==> config.mk <==
export PLATFORM = sky130hd
export DESIGN_NAME = battery_charge_state_supervisor_flat
export DESIGN_NICKNAME = d
export VERILOG_FILES = /design/src/bcss_pkg.sv /design/src/bcss_if.sv /design/src/battery_charge_state_supervisor.sv /design/src/flat_wrapper.sv
export SDC_FILE = /design/constraint.sdc
export NUM_CORES = 1
export LEC_CHECK = 0
export BUFFER_PORTS_ARGS = -buffer_cell sky130_fd_sc_hd__buf_2
export CAP_MARGIN = 20
export CELL_PAD_IN_SITES_DETAIL_PLACEMENT = 1
export CELL_PAD_IN_SITES_GLOBAL_PLACEMENT = 1
export CORE_ASPECT_RATIO = 0.75
export CORE_MARGIN = 8
export CORE_UTILIZATION = 48
export CTS_BUF_LIST = sky130_fd_sc_hd__clkbuf_16
export DETAILED_ROUTE_END_ITERATION = 6
export GPL_TIMING_DRIVEN = 0
export PLACE_DENSITY_LB_ADDON = 0.25
export RECOVER_POWER = 25
export SLEW_MARGIN = 20
export SYNTH_ARGS = -nofsm -noshare
export SYNTH_HDL_FRONTEND = slang
export SYNTH_SLANG_ARGS = --single-unit
==> constraint.sdc <==
create_clock -name clock -period 9.1 [get_ports clock]
set_input_delay 0 -clock clock [delete_from_list [all_inputs] [get_ports clock]]
set_output_delay 0 -clock clock [all_outputs]
set_load 0.05 [all_outputs]
==> src/bcss_pkg.sv <==
package bcss_pkg;

   localparam int TIMER_BITS  = 24;
   localparam int TIMEOUT_W   = 24;
   localparam int CMP_W       = (TIMER_BITS > TIMEOUT_W) ? TIMER_BITS : TIMEOUT_W;
   localparam int TEMP_W      = 8;
   localparam int LEVEL_W     = 8;
   localparam int NEAR_W      = 7;
   localparam int CSR_IDX_W   = 2;
   localparam int CSR_DATA_W  = 24;

   localparam logic [TIMEOUT_W-1:0]     FULL_TIMEOUT_RST = TIMEOUT_W'(144000);
   localparam logic signed [TEMP_W-1:0] MIN_TEMP_RST     = TEMP_W'(0);
   localparam logic signed [TEMP_W-1:0] MAX_TEMP_RST     = TEMP_W'(60);
   localparam logic [NEAR_W-1:0]        NEAR_FULL_RST    = NEAR_W'(95);

   // display correction breakpoints
   localparam logic [LEVEL_W-1:0] DISP_MAX       = LEVEL_W'(100);
   localparam logic [LEVEL_W-1:0] DISP_FULL_FROM = LEVEL_W'(96);
   localparam logic [LEVEL_W-1:0] DISP_BUMP_FROM = LEVEL_W'(86);
   localparam logic [LEVEL_W-1:0] DISP_BUMP      = LEVEL_W'(5);

   typedef enum logic [2:0] {
      CS_UNKNOWN      = 3'd0,
      CS_NOT_CHARGING = 3'd1,
      CS_CHARGING     = 3'd2,
      CS_NEARLY_DONE  = 3'd3,
      CS_FULL         = 3'd4
   } chg_state_type;

   typedef enum logic [1:0] {
      CHG_IDLE      = 2'd0,
      CHG_PRECHARGE = 2'd1,
      CHG_FAST      = 2'd2,
      CHG_DONE      = 2'd3
   } charger_status_type;

   typedef enum logic [CSR_IDX_W-1:0] {
      REG_FULL_TIMEOUT = 2'd0,
      REG_MIN_TEMP     = 2'd1,
      REG_MAX_TEMP     = 2'd2,
      REG_NEAR_FULL    = 2'd3
   } csr_reg_type;

   // level * 100 / 95 = level * 20 / 19; 1/19 taken as 3450 / 2^16,
   // exact for the levels below the bump range
   function automatic logic [LEVEL_W-1:0] display_of(input logic [LEVEL_W-1:0] lvl);
      logic [12:0] scaled;
      logic [24:0] prod;
      scaled = 13'(lvl) * 13'd20;
      prod   = 25'(scaled) * 25'd3450;
      if (lvl > DISP_MAX) begin
         return lvl;
      end else if (lvl >= DISP_FULL_FROM) begin
         return DISP_MAX;
      end else if (lvl >= DISP_BUMP_FROM) begin
         return lvl + DISP_BUMP;
      end else begin
         return prod[23:16];
      end
   endfunction

endpackage

==> src/bcss_if.sv <==
interface bcss_req_if;
   logic                      valid;
   logic                      ready;
   logic                      power_c_present;
   logic                      power_p_present;
   logic [7:0]                charge_level;
   logic signed [7:0]         battery_temp;
   logic                      gauge_healthy;
   logic                      status_valid;
   logic [1:0]                charger_status;

   modport source (
      output valid, power_c_present, power_p_present, charge_level, battery_temp,
             gauge_healthy, status_valid, charger_status,
      input  ready
   );
   modport sink (
      input  valid, power_c_present, power_p_present, charge_level, battery_temp,
             gauge_healthy, status_valid, charger_status,
      output ready
   );
endinterface

interface bcss_rsp_if;
   logic       valid;
   logic       ready;
   logic [2:0] chg_state;
   logic       state_changed;
   logic [7:0] display_level;
   logic       charge_terminated;

   modport source (
      output valid, chg_state, state_changed, display_level, charge_terminated,
      input  ready
   );
   modport sink (
      input  valid, chg_state, state_changed, display_level, charge_terminated,
      output ready
   );
endinterface

interface bcss_csr_if;
   logic        valid;
   logic        ready;
   logic [1:0]  index;
   logic [23:0] data;

   modport source (output valid, index, data, input ready);
   modport sink   (input valid, index, data, output ready);
endinterface

==> src/battery_charge_state_supervisor.sv <==
// Charge state supervisor: takes one tick request per clock unless stalled and
// returns one result for each accepted request (the request sits in the input
// register, its result is loaded into the result register when it advances).
// Throughput is one request per cycle, limited only by the result register
// draining: a request is taken whenever the input register is empty or moves
// on to the result register in the same cycle. The charge-full timer counts
// accepted ticks, not clocks. Configuration writes are taken every cycle and
// should only be issued while no request is in flight.
module battery_charge_state_supervisor (
   input logic        clock,
   input logic        reset,
   bcss_req_if.sink   req_chan,
   bcss_rsp_if.source rsp_chan,
   bcss_csr_if.sink   csr_chan
);
   import bcss_pkg::*;

   // configuration
   logic [TIMEOUT_W-1:0]     full_timeout_ff;
   logic signed [TEMP_W-1:0] min_temp_ff;
   logic signed [TEMP_W-1:0] max_temp_ff;
   logic [NEAR_W-1:0]        near_full_ff;

   // input register
   logic                     stage_valid_ff;
   logic                     stage_pc_ff;
   logic                     stage_pp_ff;
   logic [LEVEL_W-1:0]       stage_level_ff;
   logic signed [TEMP_W-1:0] stage_temp_ff;
   logic                     stage_healthy_ff;
   logic                     stage_sv_ff;
   logic [1:0]               stage_status_ff;

   // supervisor state
   logic                     terminated_ff, terminated_in;
   chg_state_type            last_state_ff, last_state_in;
   logic                     armed_ff, armed_in;
   logic [TIMER_BITS-1:0]    count_ff, count_in;
   logic                     latched_ff, latched_in;

   // result register
   logic                     rsp_valid_ff;
   chg_state_type            rsp_state_ff;
   logic                     rsp_changed_ff;
   logic [LEVEL_W-1:0]       rsp_display_ff;
   logic                     rsp_term_ff;

   logic                     advance;
   logic                     req_fire;
   logic                     term_status;
   logic [TIMER_BITS-1:0]    count_adv;
   logic                     latched_adv;
   logic                     powered;
   logic                     run;
   chg_state_type            state_now;

   assign advance  = stage_valid_ff && (!rsp_valid_ff || rsp_chan.ready);
   assign req_chan.ready = !stage_valid_ff || advance;
   assign req_fire = req_chan.valid && req_chan.ready;
   assign csr_chan.ready = 1'b1;

   always_ff @(posedge clock) begin
      if (reset) begin
         full_timeout_ff <= FULL_TIMEOUT_RST;
         min_temp_ff     <= MIN_TEMP_RST;
         max_temp_ff     <= MAX_TEMP_RST;
         near_full_ff    <= NEAR_FULL_RST;
      end else if (csr_chan.valid) begin
         case (csr_reg_type'(csr_chan.index))
            REG_FULL_TIMEOUT: full_timeout_ff <= csr_chan.data[TIMEOUT_W-1:0];
            REG_MIN_TEMP:     min_temp_ff     <= csr_chan.data[TEMP_W-1:0];
            REG_MAX_TEMP:     max_temp_ff     <= csr_chan.data[TEMP_W-1:0];
            REG_NEAR_FULL:    near_full_ff    <= csr_chan.data[NEAR_W-1:0];
            default: ;
         endcase
      end
   end

   always_ff @(posedge clock) begin
      if (reset) begin
         stage_valid_ff <= 1'b0;
      end else if (req_chan.ready) begin
         stage_valid_ff <= req_chan.valid;
      end
   end

   always_ff @(posedge clock) begin
      if (req_fire) begin
         stage_pc_ff      <= req_chan.power_c_present;
         stage_pp_ff      <= req_chan.power_p_present;
         stage_level_ff   <= req_chan.charge_level;
         stage_temp_ff    <= req_chan.battery_temp;
         stage_healthy_ff <= req_chan.gauge_healthy;
         stage_sv_ff      <= req_chan.status_valid;
         stage_status_ff  <= req_chan.charger_status;
      end
   end

   always_comb begin
      term_status = stage_sv_ff ? (charger_status_type'(stage_status_ff) == CHG_DONE)
                                : terminated_ff;

      count_adv   = count_ff;
      latched_adv = latched_ff;
      if (armed_ff && !latched_ff) begin
         if (count_ff != {TIMER_BITS{1'b1}}) begin
            count_adv = count_ff + TIMER_BITS'(1);
         end
         latched_adv = (CMP_W'(count_adv) >= CMP_W'(full_timeout_ff));
      end

      powered = stage_pc_ff || stage_pp_ff;
      if (!powered) begin
         state_now = CS_NOT_CHARGING;
      end else if (latched_adv || term_status) begin
         state_now = CS_FULL;
      end else if (stage_level_ff >= LEVEL_W'(near_full_ff)) begin
         state_now = CS_NEARLY_DONE;
      end else begin
         state_now = CS_CHARGING;
      end
      terminated_in = powered && term_status;
      last_state_in = state_now;

      run = stage_pp_ff && (!stage_healthy_ff ||
            (stage_temp_ff > min_temp_ff && stage_temp_ff < max_temp_ff));
      armed_in   = armed_ff;
      count_in   = count_adv;
      latched_in = latched_adv;
      if (run && !armed_ff) begin
         armed_in   = 1'b1;
         count_in   = '0;
         latched_in = 1'b0;
      end else if (!run && armed_ff) begin
         armed_in   = 1'b0;
         latched_in = 1'b0;
      end
   end

   always_ff @(posedge clock) begin
      if (reset) begin
         terminated_ff <= 1'b0;
         last_state_ff <= CS_UNKNOWN;
         armed_ff      <= 1'b0;
         count_ff      <= '0;
         latched_ff    <= 1'b0;
      end else if (advance) begin
         terminated_ff <= terminated_in;
         last_state_ff <= last_state_in;
         armed_ff      <= armed_in;
         count_ff      <= count_in;
         latched_ff    <= latched_in;
      end
   end

   always_ff @(posedge clock) begin
      if (reset) begin
         rsp_valid_ff <= 1'b0;
      end else if (advance) begin
         rsp_valid_ff <= 1'b1;
      end else if (rsp_chan.ready) begin
         rsp_valid_ff <= 1'b0;
      end
   end

   always_ff @(posedge clock) begin
      if (advance) begin
         rsp_state_ff   <= state_now;
         rsp_changed_ff <= (state_now != last_state_ff);
         rsp_display_ff <= display_of(stage_level_ff);
         rsp_term_ff    <= terminated_in;
      end
   end

   assign rsp_chan.valid             = rsp_valid_ff;
   assign rsp_chan.chg_state         = rsp_state_ff;
   assign rsp_chan.state_changed     = rsp_changed_ff;
   assign rsp_chan.display_level     = rsp_display_ff;
   assign rsp_chan.charge_terminated = rsp_term_ff;

   // latch is only ever set by a running timer and cleared when it stops
   a_latch_needs_armed: assert property (@(posedge clock) disable iff (reset)
      latched_ff |-> armed_ff)
      else $error("timeout latched while timer disarmed");

   a_req_lands: assert property (@(posedge clock) disable iff (reset)
      req_fire |=> stage_valid_ff)
      else $error("accepted request lost before input register");

   a_term_means_full: assert property (@(posedge clock) disable iff (reset)
      (rsp_valid_ff && rsp_term_ff) |-> (rsp_state_ff == CS_FULL))
      else $error("terminated flag reported without full state");

   a_stall_holds_stage: assert property (@(posedge clock) disable iff (reset)
      (stage_valid_ff && !advance) |=> (stage_valid_ff && $stable(stage_level_ff)))
      else $error("input register changed while stalled");

endmodule
==> src/flat_wrapper.sv <==
// flat-port wrapper written by rule: the top's interface ports become plain ports
module battery_charge_state_supervisor_flat import bcss_pkg::*;
  (clock, reset, req_chan_valid, req_chan_power_c_present, req_chan_power_p_present, req_chan_charge_level, req_chan_battery_temp, req_chan_gauge_healthy, req_chan_status_valid, req_chan_charger_status, req_chan_ready, rsp_chan_valid, rsp_chan_chg_state, rsp_chan_state_changed, rsp_chan_display_level, rsp_chan_charge_terminated, rsp_chan_ready, csr_chan_valid, csr_chan_index, csr_chan_data, csr_chan_ready);
  bcss_req_if req_chan_i ();
  bcss_rsp_if rsp_chan_i ();
  bcss_csr_if csr_chan_i ();
  input logic clock;
  input logic reset;
  input wire logic [$bits(req_chan_i.valid)-1:0] req_chan_valid;
  input wire logic [$bits(req_chan_i.power_c_present)-1:0] req_chan_power_c_present;
  input wire logic [$bits(req_chan_i.power_p_present)-1:0] req_chan_power_p_present;
  input wire logic [$bits(req_chan_i.charge_level)-1:0] req_chan_charge_level;
  input wire logic [$bits(req_chan_i.battery_temp)-1:0] req_chan_battery_temp;
  input wire logic [$bits(req_chan_i.gauge_healthy)-1:0] req_chan_gauge_healthy;
  input wire logic [$bits(req_chan_i.status_valid)-1:0] req_chan_status_valid;
  input wire logic [$bits(req_chan_i.charger_status)-1:0] req_chan_charger_status;
  output wire logic [$bits(req_chan_i.ready)-1:0] req_chan_ready;
  output wire logic [$bits(rsp_chan_i.valid)-1:0] rsp_chan_valid;
  output wire logic [$bits(rsp_chan_i.chg_state)-1:0] rsp_chan_chg_state;
  output wire logic [$bits(rsp_chan_i.state_changed)-1:0] rsp_chan_state_changed;
  output wire logic [$bits(rsp_chan_i.display_level)-1:0] rsp_chan_display_level;
  output wire logic [$bits(rsp_chan_i.charge_terminated)-1:0] rsp_chan_charge_terminated;
  input wire logic [$bits(rsp_chan_i.ready)-1:0] rsp_chan_ready;
  input wire logic [$bits(csr_chan_i.valid)-1:0] csr_chan_valid;
  input wire logic [$bits(csr_chan_i.index)-1:0] csr_chan_index;
  input wire logic [$bits(csr_chan_i.data)-1:0] csr_chan_data;
  output wire logic [$bits(csr_chan_i.ready)-1:0] csr_chan_ready;
  assign req_chan_i.valid = req_chan_valid;
  assign req_chan_i.power_c_present = req_chan_power_c_present;
  assign req_chan_i.power_p_present = req_chan_power_p_present;
  assign req_chan_i.charge_level = req_chan_charge_level;
  assign req_chan_i.battery_temp = req_chan_battery_temp;
  assign req_chan_i.gauge_healthy = req_chan_gauge_healthy;
  assign req_chan_i.status_valid = req_chan_status_valid;
  assign req_chan_i.charger_status = req_chan_charger_status;
  assign req_chan_ready = req_chan_i.ready;
  assign rsp_chan_valid = rsp_chan_i.valid;
  assign rsp_chan_chg_state = rsp_chan_i.chg_state;
  assign rsp_chan_state_changed = rsp_chan_i.state_changed;
  assign rsp_chan_display_level = rsp_chan_i.display_level;
  assign rsp_chan_charge_terminated = rsp_chan_i.charge_terminated;
  assign rsp_chan_i.ready = rsp_chan_ready;
  assign csr_chan_i.valid = csr_chan_valid;
  assign csr_chan_i.index = csr_chan_index;
  assign csr_chan_i.data = csr_chan_data;
  assign csr_chan_ready = csr_chan_i.ready;
  battery_charge_state_supervisor u_core (.clock(clock), .reset(reset), .req_chan(req_chan_i), .rsp_chan(rsp_chan_i), .csr_chan(csr_chan_i));
endmodule
==> run_results.csv, run 1 <==
group,metric,value,unit
layout,multi_input_area,0.00567,sq mm
hold_path,holdPathStages,4,
pwr,seqPwrFrac,14.6,%
timing,period_needed,7920,ps
drt,viasPerCell,5.57,
floorplanning,die_area,0.0235,sq mm
clock_network,ctsHoldBuffers,53,
logic_synthesis,yosys_warnings,0,
clock_network,cts_buffer_depth,2,
global_route,grt_start_max_net_pins,23,
floorplanning,rows,43,
timing,hold_viol,0,
clock_network,cts.htree.levels,4,
timing,fin_skew,18.0,ps
floorplanning,fp.dieW,174,um
timing,setup_ws,1180,ps
clock_network,postCtsSetupBuffers,0,
hold_path,worstHoldPathType,"input pin to flip-flop",
timing,final.setup.tns,0,ps
layout,nFillCells,2130,
floorplanning,io_pins,69,
layout,layout.cells.non_filler,1390,
pwr,p_leak,0.00488,uW
layout,finalNetCount,1355,
logic_synthesis,ys_ff_latch,114,
logic_synthesis,ys.flop_type,"dfxtp_1",
worst_setup_path,r2r_cells,25,
timing,worst_pin_slew,904,ps
timing,rsz0062_at_grt,"false",
timing,slew_viol_final,0,
pwr,combPwrFrac,69.2,%
drt,vias,7746,
pwr,swShare,48.5,%
global_route,grt.overflow.total,0,
global_route,grt_pass1_vias,8188,
logic_synthesis,synth-seq-area-share,29.2,%
pwr,ir_worst_vdd,0.462,mV
timing,slew_headroom,39.3,%
placed_design,dpl.cell_count,1305,
logic_synthesis,yosysUniqueCellTypes,74,
drt,drc,0,
pwr,net-switching-power,2020,uW
outcome,outcome,"finished clean",
placed_design,place_area,0.00967,sq mm
layout,regArea,0.00263,sq mm
worst_setup_path,required,9260,ps
drt,firstDrtPassIters,5,
clock_network,cts_made_buffers,17,
worst_setup_path,end_kind,"flip-flop",
logic_synthesis,synth_area,0.00902,sq mm
drt,drtIter0Drc,601,
worst_setup_path,critPathMaxFanout,11,
timing,fmax,0.126,GHz
floorplanning,core-area,0.0185,sq mm
global_route,grt_pass1_wl,45100,um
clock_network,cts_num_sinks,114,
logic_synthesis,yosys-top-cells-area,"ha_1 (18%), dfxtp_1 (18%), edfxtp_1 (12%), fa_1 (9.3%), inv_1 (5.8%)",
pwr,power.internal,2140,uW
logic_synthesis,syn_nets,1216,
pwr,share_clk_of_total_power,16.2,%
drt,drt_wl_total,28300,um
placed_design,gp_congestion,0.822,
worst_setup_path,start_kind,"flip-flop",
clock_network,cts.repair.resized,0,
worst_setup_path,critical_path_arrival,8080,ps
global_route,antenna_found_initial,0,
logic_synthesis,async_reset_ff_share,0,%
worst_setup_path,crit_type,"flip-flop to flip-flop",
placed_design,dpl_worst_slack,1260,ps
clock_network,path_clk_slew,70,ps
placed_design,dp_hpwl,20100,um
floorplanning,start_util,48.9,%
layout,diodes,0,
layout,syn2layout_area_growth,19.2,%
drt,wire_per_inst,20.3,um
clock_network,clock-root-buffer,"clkbuf_16",
layout,final_util,58.3,%
global_route,grtUsageTotal,24.6,%
flow_run,drv_cap,0,
placed_design,io_buffers,67,
timing,finalCritPeriodShare,87.0,%
layout,drive_gt1_share,9.97,%
timing,final-setup-viol-count,0,
layout,design_area,0.0108,sq mm
logic_synthesis,synth_edf_count,35,
pwr,pwr_density_cell,387,mW/mm^2
floorplanning,die-height,135,um
logic_synthesis,syn_inst,991,
logic_synthesis,synth.avg_cell_area,9.10,sq um
logic_synthesis,netlist.area_leader.share,18.0,%
clock_network,insertion_delay,440,ps
drt,antenna_left,0,
logic_synthesis,synth_top_cell_by_area,"ha_1",
clock_network,cts_tree,"done",
## placed cells by master, fill, tap and decap left out, drive strengths merged, types with 16 or more instances in the layout
master	Yosys	final
inv	140	152
mux2i	16	16
edfxtp	35	35
xnor2	39	39
dlygate4sd3	0	53
a21oi	63	63
nand3	20	20
clkbuf	21	62
o211ai	18	18
buf	15	59
o21ai	32	32
nor2	52	52
nand2	112	112
dfxtp	79	79
fa	42	42
ha	130	130
## layout make-up
class / count / area share [%]
inverters: 141 / 4.92
multi-input cells: 699 / 52.7
clock inverters: 14 / 1.18
plain buffers: 37 / 1.80
repair buffers: 120 / 7.81
clock buffers: 18 / 4.19
flip-flops and latches: 114 / 24.5
well taps: 247 / 2.87
## final timing paths
check,start,end,slack [ps]
max,u_core.stage_level_ff[1],u_core.rsp_chan.display_level[6],1180
max reg2reg,u_core.stage_level_ff[1],u_core.rsp_chan.display_level[6],1180
min,csr_chan_valid,u_core.near_full_ff[5],50
min reg2reg,u_core.last_state_ff[0],u_core.last_state_ff[0],460
## flip-flops by register name, indices dropped and copies added (netlist names), 2 cells and up
name	cells
u_core.stage_status_ff	2
u_core.rsp_chan.display_level	8
u_core.min_temp_ff	8
u_core.stage_temp_ff	8
u_core.stage_level_ff	8
u_core.rsp_chan.chg_state	3
u_core.count_ff	24
u_core.full_timeout_ff	24
u_core.last_state_ff	3
u_core.max_temp_ff	8
u_core.near_full_ff	7
## synthesized netlist by cell type, types with 3 or more instances
| master | number |
|---|---|
| a21o_1 | 7 |
| a21oi_1 | 63 |
| a31oi_1 | 14 |
| and2_1 | 6 |
| and3_1 | 3 |
| and4_1 | 6 |
| buf_1 | 4 |
| buf_2 | 4 |
| buf_6 | 5 |
| clkbuf_1 | 20 |
| dfxtp_1 | 79 |
| edfxtp_1 | 35 |
| fa_1 | 42 |
| ha_1 | 130 |
| inv_1 | 140 |
| mux2i_1 | 16 |
| nand2_1 | 112 |
| nand2b_1 | 13 |
| nand3_1 | 19 |
| nand3b_1 | 6 |
| nand4_1 | 13 |
| nor2_1 | 50 |
| nor2b_1 | 7 |
| nor3_1 | 5 |
| nor4_1 | 7 |
| o211a_1 | 3 |
| o211ai_1 | 18 |
| o21a_1 | 5 |
| o21ai_0 | 32 |
| o21bai_1 | 3 |
| o41ai_1 | 8 |
| or3_1 | 4 |
| or3b_2 | 4 |
| or4_1 | 4 |
| or4b_1 | 3 |
| xnor2_1 | 38 |
| xor2_1 | 15 |
## power groups by stage
stage,clock [uW],sequential (uW),combinational [uW]
2_1_floorplan,0,674,1970
3_5_place_dp,0,616,2750
4_1_cts,677,605,2810
5_1_grt,706,610,3210
6_report,675,608,2880
3_3_place_gp,0,614,2610
## critical path, cell delays in order (launching register included)
cell and delay (ps):
edfxtp_1 620, ha_1 390, ha_1 240, fa_1 410, xor2_1 690, inv_1 320, xnor2_1 260, ha_1 230
nand2b_1 190, fa_1 530, inv_1 60, fa_1 480, inv_1 60, fa_1 530, inv_1 60, fa_1 530
inv_1 40, ha_1 300, a21o_1 180, and2_0 160, a311oi_1 420, o211a_1 330, o31ai_1 150, a21oi_1 210
xnor2_1 100, a2bb2oi_1 130
## per-stage QoR
stage | hold WS, ps | total power (uW)
finish | 50.9 | 4170
global route | 100 | 4530
detailed placement | 179 | 3360
floorplan | 98.9 | 2640
CTS | 6.32 | 4090
global placement | 176 | 3230
## kinds of logic (layout without fill, tap and decap cells)
| family | after synthesis | count (layout) | synth area share, % |
|---|---|---|---|
| xor+xnor | 54 | 54 | 5.33 |
| buf+inv | 178 | 330 | 8.10 |
| compound gates | 173 | 173 | 12.1 |
| other cells | 1 | 1 | 0.0416 |
| mux | 18 | 18 | 2.03 |
| fa+ha+maj | 172 | 172 | 27.4 |
| flops | 114 | 114 | 29.2 |
| simple gates | 281 | 281 | 15.9 |
## routing by layer
metal  track usage [%]  routed length (um)  share of wire [%]
met4              7.30                 461                1.6
met2              38.8               12600                 44
met5                 0                   0                  0
met1              33.7               13700                 48
met3              4.66                1610                5.7
No activity file was read; power rests on OpenSTA's default activity.
==> inputs of run 2 (changes only) <==
ABC_AREA = 1   (was unset)
CORE_UTILIZATION = 46   (was 48)
SKIP_CTS_REPAIR_TIMING = 1   (was unset)
==> run 2 against run 1 <==
Combinational power up 3%. Die area rose by 7.0%. Clock-buffer cell count unchanged. Register-to-register slack better by 390 ps. Critical path type unchanged. Fmax is 5.2% higher.
==> run_results.csv, run 2 <==
group,metric,value,unit
logic_synthesis,async_reset_ff_share,0,%
drt,drt_wl_total,30100,um
logic_synthesis,ys_top_cells_by_count,"nand2_1 (235), inv_1 (212), ha_1 (130), a21oi_1 (108), nor2_1 (91)",
timing,whs,85.6,ps
global_route,grt_start_max_net_pins,23,
timing,period_needed,7520,ps
drt,viasPerCell,5.32,
worst_setup_path,critPathMaxFanout,10,
clock_network,clock-root-buffer,"clkbuf_16",
logic_synthesis,syn_inst,1201,
floorplanning,core-area,0.0200,sq mm
floorplanning,fp.dieW,180,um
layout,syn2layout_area_growth,18.5,%
placed_design,dp_hpwl,22500,um
logic_synthesis,yosysUniqueCellTypes,43,
timing,fin_skew,14.4,ps
timing,worst_pin_slew,1110,ps
global_route,grt_pass1_wl,46400,um
logic_synthesis,netlist.area_leader.share,17.5,%
logic_synthesis,synth.avg_cell_area,7.76,sq um
worst_setup_path,critical_path_arrival,7680,ps
timing,slew_viol_final,0,
timing,hold_viol,0,
outcome,outcome,"finished clean",
pwr,ir_worst_vdd,0.487,mV
logic_synthesis,ys.flop_type,"dfxtp_1",
floorplanning,io_pins,69,
global_route,grt.overflow.total,0,
clock_network,path_clk_slew,60,ps
logic_synthesis,synth-seq-area-share,28.2,%
hold_path,worstHoldPathType,"input pin to flip-flop",
worst_setup_path,required,9260,ps
floorplanning,die-height,139,um
layout,final_util,55.1,%
worst_setup_path,end_kind,"flip-flop",
logic_synthesis,yosys-top-cells-area,"ha_1 (17%), dfxtp_1 (17%), edfxtp_1 (11%), nand2_1 (9.5%), fa_1 (9.0%)",
timing,final.setup.tns,0,ps
layout,reg_top3,"u_core.count_ff x24, u_core.full_timeout_ff x24",
global_route,grtUsageTotal,23.0,%
logic_synthesis,synth.most_common_cell,"nand2_1",
layout,finalNetCount,1561,
layout,final_common_cell,"nand2_1",
clock_network,cts_made_buffers,17,
layout,layout.cells.non_filler,1608,
pwr,share_clk_of_total_power,15.9,%
pwr,seqPwrFrac,14.4,%
drt,firstDrtPassIters,5,
global_route,antenna_found_initial,2,
logic_synthesis,synth_top_cell_by_area,"ha_1",
timing,finalCritPeriodShare,82.7,%
clock_network,cts.htree.levels,4,
global_route,grt_pass1_vias,8645,
pwr,p_leak,0.00552,uW
drt,drc,0,
pwr,power.internal,2050,uW
pwr,pwr_density_cell,385,mW/mm^2
timing,final-setup-viol-count,0,
floorplanning,rows,45,
worst_setup_path,crit_type,"flip-flop to flip-flop",
timing,rsz0062_at_grt,"false",
floorplanning,die_area,0.0251,sq mm
logic_synthesis,syn_nets,1426,
worst_setup_path,reg2reg_from,"u_core.stage_level_ff[1]",
logic_synthesis,yosys_warnings,0,
floorplanning,start_util,46.5,%
drt,wire_per_inst,18.7,um
drt,vias,8557,
worst_setup_path,start_kind,"flip-flop",
timing,fmax,0.133,GHz
logic_synthesis,synth_edf_count,35,
pwr,combPwrFrac,69.7,%
clock_network,cts_tree,"done",
logic_synthesis,synth_area,0.00932,sq mm
pwr,net-switching-power,2190,uW
layout,drive_gt1_share,9.56,%
drt,drtIter0Drc,576,
placed_design,gp_congestion,0.886,
worst_setup_path,critical_path.startpoint,"u_core.stage_level_ff[1]",
clock_network,cts_buffer_depth,2,
clock_network,insertion_delay,420,ps
timing,slew_headroom,25.5,%
pwr,swShare,51.7,%
hold_path,hp-start,"csr_chan_index[1]",
logic_synthesis,ys_ff_latch,114,
flow_run,drv_cap,0,
drt,antenna_left,0,
clock_network,cts_num_sinks,114,
placed_design,io_buffers,67,
placed_design,dpl.cell_count,1526,
pwr,finalPower,4250,uW
layout,layout_common_cells,"nand2_1 (235), inv_1 (212), ha_1 (130)",
## run 2: cell type report
type | instances | area, sq um
buffer | 29 | 160
sequential | 114 | 2630
tap | 258 | 323
timing repair buffer | 116 | 818
fill | 2511 | 9000
clock buffer | 18 | 450
inverter | 214 | 803
clock inverter | 14 | 139
antenna | 1 | 2.50
multi-input combinational | 844 | 5720
## run 2: final timing paths
path	endpoint	slack, ps	depth (start not counted)
worst max-delay path	u_core.rsp_chan.display_level[7]	1580	26
worst min-delay path	u_core.full_timeout_ff[0]	90	4
worst max register to register	u_core.rsp_chan.display_level[7]	1580	26
worst min register to register	u_core.min_temp_ff[2]	460	2
## run 2: critical path, cell delays in order (launching register included)
cell and delay, ps:
edfxtp_1 710, ha_1 340, ha_1 230, fa_1 400, nand3_1 100, nand3_1 150, a21oi_1 240, o21ai_0 170
xor2_1 620, inv_1 280, ha_1 390, fa_1 540, fa_1 440, fa_1 540, inv_1 50, fa_1 530
inv_1 40, ha_1 300, nand2_1 130, nor2_1 120, nand2_1 60, o21ai_0 470, nand2_1 100, nand2_1 100
a21oi_1 60, o21ai_0 80, nand2_1 80
## run 2: power groups by stage
stage	registers (uW)	clock network, uW	logic [uW]
4_1_cts	610	688	2930
5_1_grt	615	709	3390
3_5_place_dp	619	0	2900
3_3_place_gp	618	0	2790
2_1_floorplan	660	0	2100
6_report	611	676	2960
## run 2: metrics by stage
stage                     cell area [sq um]  worst slack, ps
after floorplan                        9320             2850
after global placement                 9980             1860
after detailed placement               9980             1780
after CTS                             10600             1620
after global routing                  11000             1190
final                                 11000             1580
## run 2: routing by layer
metal,GRT usage [%],share of wire [%]
met1,33.7,50
met4,5.99,1.5
met5,0,0.033
met3,4.79,5.7
met2,33.6,43
## run 2: cells by family after synthesis
| family | Yosys count | synth area share, % |
|---|---|---|
| DFF | 114 | 28.2 |
| buffers and inverters | 243 | 10.3 |
| xor gates and xnor gates | 37 | 3.56 |
| and+or+nand+nor | 432 | 19.6 |
| AOI/OAI and AO/OA | 202 | 11.7 |
| other | 1 | 0.0402 |
| adders and majority gates | 172 | 26.5 |
==> inputs of run 3 (changes only) <==
clock period = 7 ns   (was 9.1 ns; I/O delays follow)
==> run 3 against run 2 <==
The run now ends with design-rule violations left. Critical endpoint is now u_core.rsp_chan.display_level[6]. First-iteration DRC count up 5.4%. Clock skew shrank 2.9 ps. Non-clock buffer count increased by 13.
==> run_results.csv, run 3 (same netlist as run 2, synthesis figures left out) <==
group,metric,value,unit
outcome,outcome,"complete, but fails checks",
global_route,met1_usage,33.7,%
layout,finalNetCount,1574,
layout,layout_common_cells,"nand2_1 (233), inv_1 (212), ha_1 (130)",
pwr,seqPwrFrac,14.1,%
timing,final.setup.tns,0,ps
drt,vias,8601,
layout,drive_gt1_share,11.3,%
layout,syn2layout_area_growth,20.5,%
global_route,grtUsageTotal,23.0,%
worst_setup_path,critPathMaxFanout,8,
timing,slew_headroom,27.2,%
timing,finalCritPeriodShare,97.4,%
clock_network,clock-root-buffer,"clkbuf_16",
pwr,combPwrFrac,70.2,%
floorplanning,die-height,139,um
timing,period_needed,6820,ps
pwr,ir_worst_vdd,0.638,mV
global_route,use_met3,4.79,%
timing,fmax,0.147,GHz
floorplanning,die_area,0.0251,sq mm
placed_design,gp_congestion,0.886,
worst_setup_path,cpMaxStageDelayCell,"fa_1",
worst_setup_path,start_kind,"flip-flop",
drt,firstDrtPassIters,7,
drt,drt_wl_total,30700,um
worst_setup_path,crit_family,"adder cells",
global_route,grt_start_max_net_pins,23,
drt,wire_per_inst,18.9,um
drt,viasPerCell,5.30,
pwr,p_leak,0.00561,uW
timing,hold_viol,0,
placed_design,dpl_worst_slack,-322,ps
worst_setup_path,timing.critical_path.buf_inv,6,
timing,worst_pin_slew,1080,ps
worst_setup_path,critical_path_arrival,7000,ps
global_route,antenna_found_initial,3,
pwr,share_clk_of_total_power,15.7,%
floorplanning,core-area,0.0200,sq mm
drt,drc,2,
placed_design,dp_hpwl,22500,um
global_route,grt_busiest_layer,"met1",
pwr,net-switching-power,2890,uW
outcome,violations,"design-rule violations",
worst_setup_path,end_kind,"flip-flop",
flow_run,drv_cap,0,
pwr,finalPower,5610,uW
placed_design,io_buffers,67,
worst_setup_path,required,7180,ps
layout,reg_top3,"u_core.count_ff x24, u_core.full_timeout_ff x24",
worst_setup_path,slowest_delay,540,ps
clock_network,cts_tree,"done",
clock_network,cts_buffer_depth,2,
clock_network,cts_num_sinks,114,
timing,fin_skew,11.5,ps
timing,slew_viol_final,0,
drt,antenna_left,0,
pwr,power.internal,2720,uW
global_route,grt_pass1_wl,46400,um
worst_setup_path,crit_top_cell,"nand2_1",
clock_network,path_clk_slew,60,ps
clock_network,insertion_delay,420,ps
global_route,grt.overflow.total,0,
timing,setup_ws,180,ps
hold_path,worstHoldPathType,"input pin to flip-flop",
floorplanning,rows,45,
clock_network,cts.htree.levels,4,
layout,final_common_cell,"nand2_1",
clock_network,cts_made_buffers,17,
timing,final-setup-viol-count,0,
floorplanning,fp.dieW,180,um
drt,drtIter0Drc,607,
floorplanning,io_pins,69,
placed_design,dpl.cell_count,1526,
global_route,use_met2,33.6,%
layout,layout.cells.non_filler,1622,
pwr,pwr_density_cell,500,mW/mm^2
pwr,swShare,51.6,%
worst_setup_path,crit_type,"flip-flop to flip-flop",
global_route,grt_pass1_vias,8645,
floorplanning,start_util,46.5,%
[run 3: changes by cell type in the layout (fill, tap and decap cells not counted), moves of 2 or more]
| cell | delta |
|---|---|
| xor2_2 | +2 |
| xor2_1 | -4 |
| xor2_4 | +2 |
| buf_4 | +13 |
| nand2_1 | -2 |
| a21oi_2 | +2 |
| a21oi_1 | -2 |
[run 3: worst min-delay path, delay by kind of cell]
kind / cells / cell delay, ps
compound gates: 1 / 170
simple gates: 2 / 150
buf+inv: 1 / 160
[run 3: final cells by class]
cell class,count,area (sq um)
repair buffers,129,917
diodes,2,5.00
well taps,258,323
multi-input cells,844,5800
plain buffers,29,160
clock buffers,18,450
inverters,214,803
flip-flops and latches,114,2630
clock inverters,14,139
fillers,2500,8810
[run 3: power groups by stage]
stage / Combinational, uW / Sequential [uW] / Clock, uW
after floorplan: 2720 / 858 / 0
after global placement: 3630 / 803 / 0
after detailed placement: 3770 / 805 / 0
after CTS: 3810 / 793 / 895
after global routing: 4490 / 794 / 920
final: 3940 / 790 / 881
[run 3: final timing paths]
kind         slack (ps)                 startpoint                          endpoint  cells after the start
max                 180   u_core.stage_level_ff[5]  u_core.rsp_chan.display_level[6]                     31
min                 110          csr_chan_index[1]         u_core.full_timeout_ff[0]                      4
max reg2reg         180   u_core.stage_level_ff[5]  u_core.rsp_chan.display_level[6]                     31
min reg2reg         470  u_core.full_timeout_ff[8]         u_core.full_timeout_ff[8]                      2
[run 3: layer usage]
metal | part of all wire (%) | wire length, um | vias to the layer above
met5 | 0.033 | 10 | -
met4 | 1.4 | 415 | 2
met3 | 6.1 | 1870 | 34
met2 | 43 | 13200 | 239
met1 | 50 | 15200 | 4147
li1 | - | - | 4179
[run 3: per-stage QoR]
step	hold WS (ps)	utilization [%]	area (sq um)
global route	140	56.0	11200
finish	105	56.0	11200
CTS	-265	52.7	10600
floorplan	98.9	-	9320
global placement	177	49.8	9980
detailed placement	178	49.8	9980
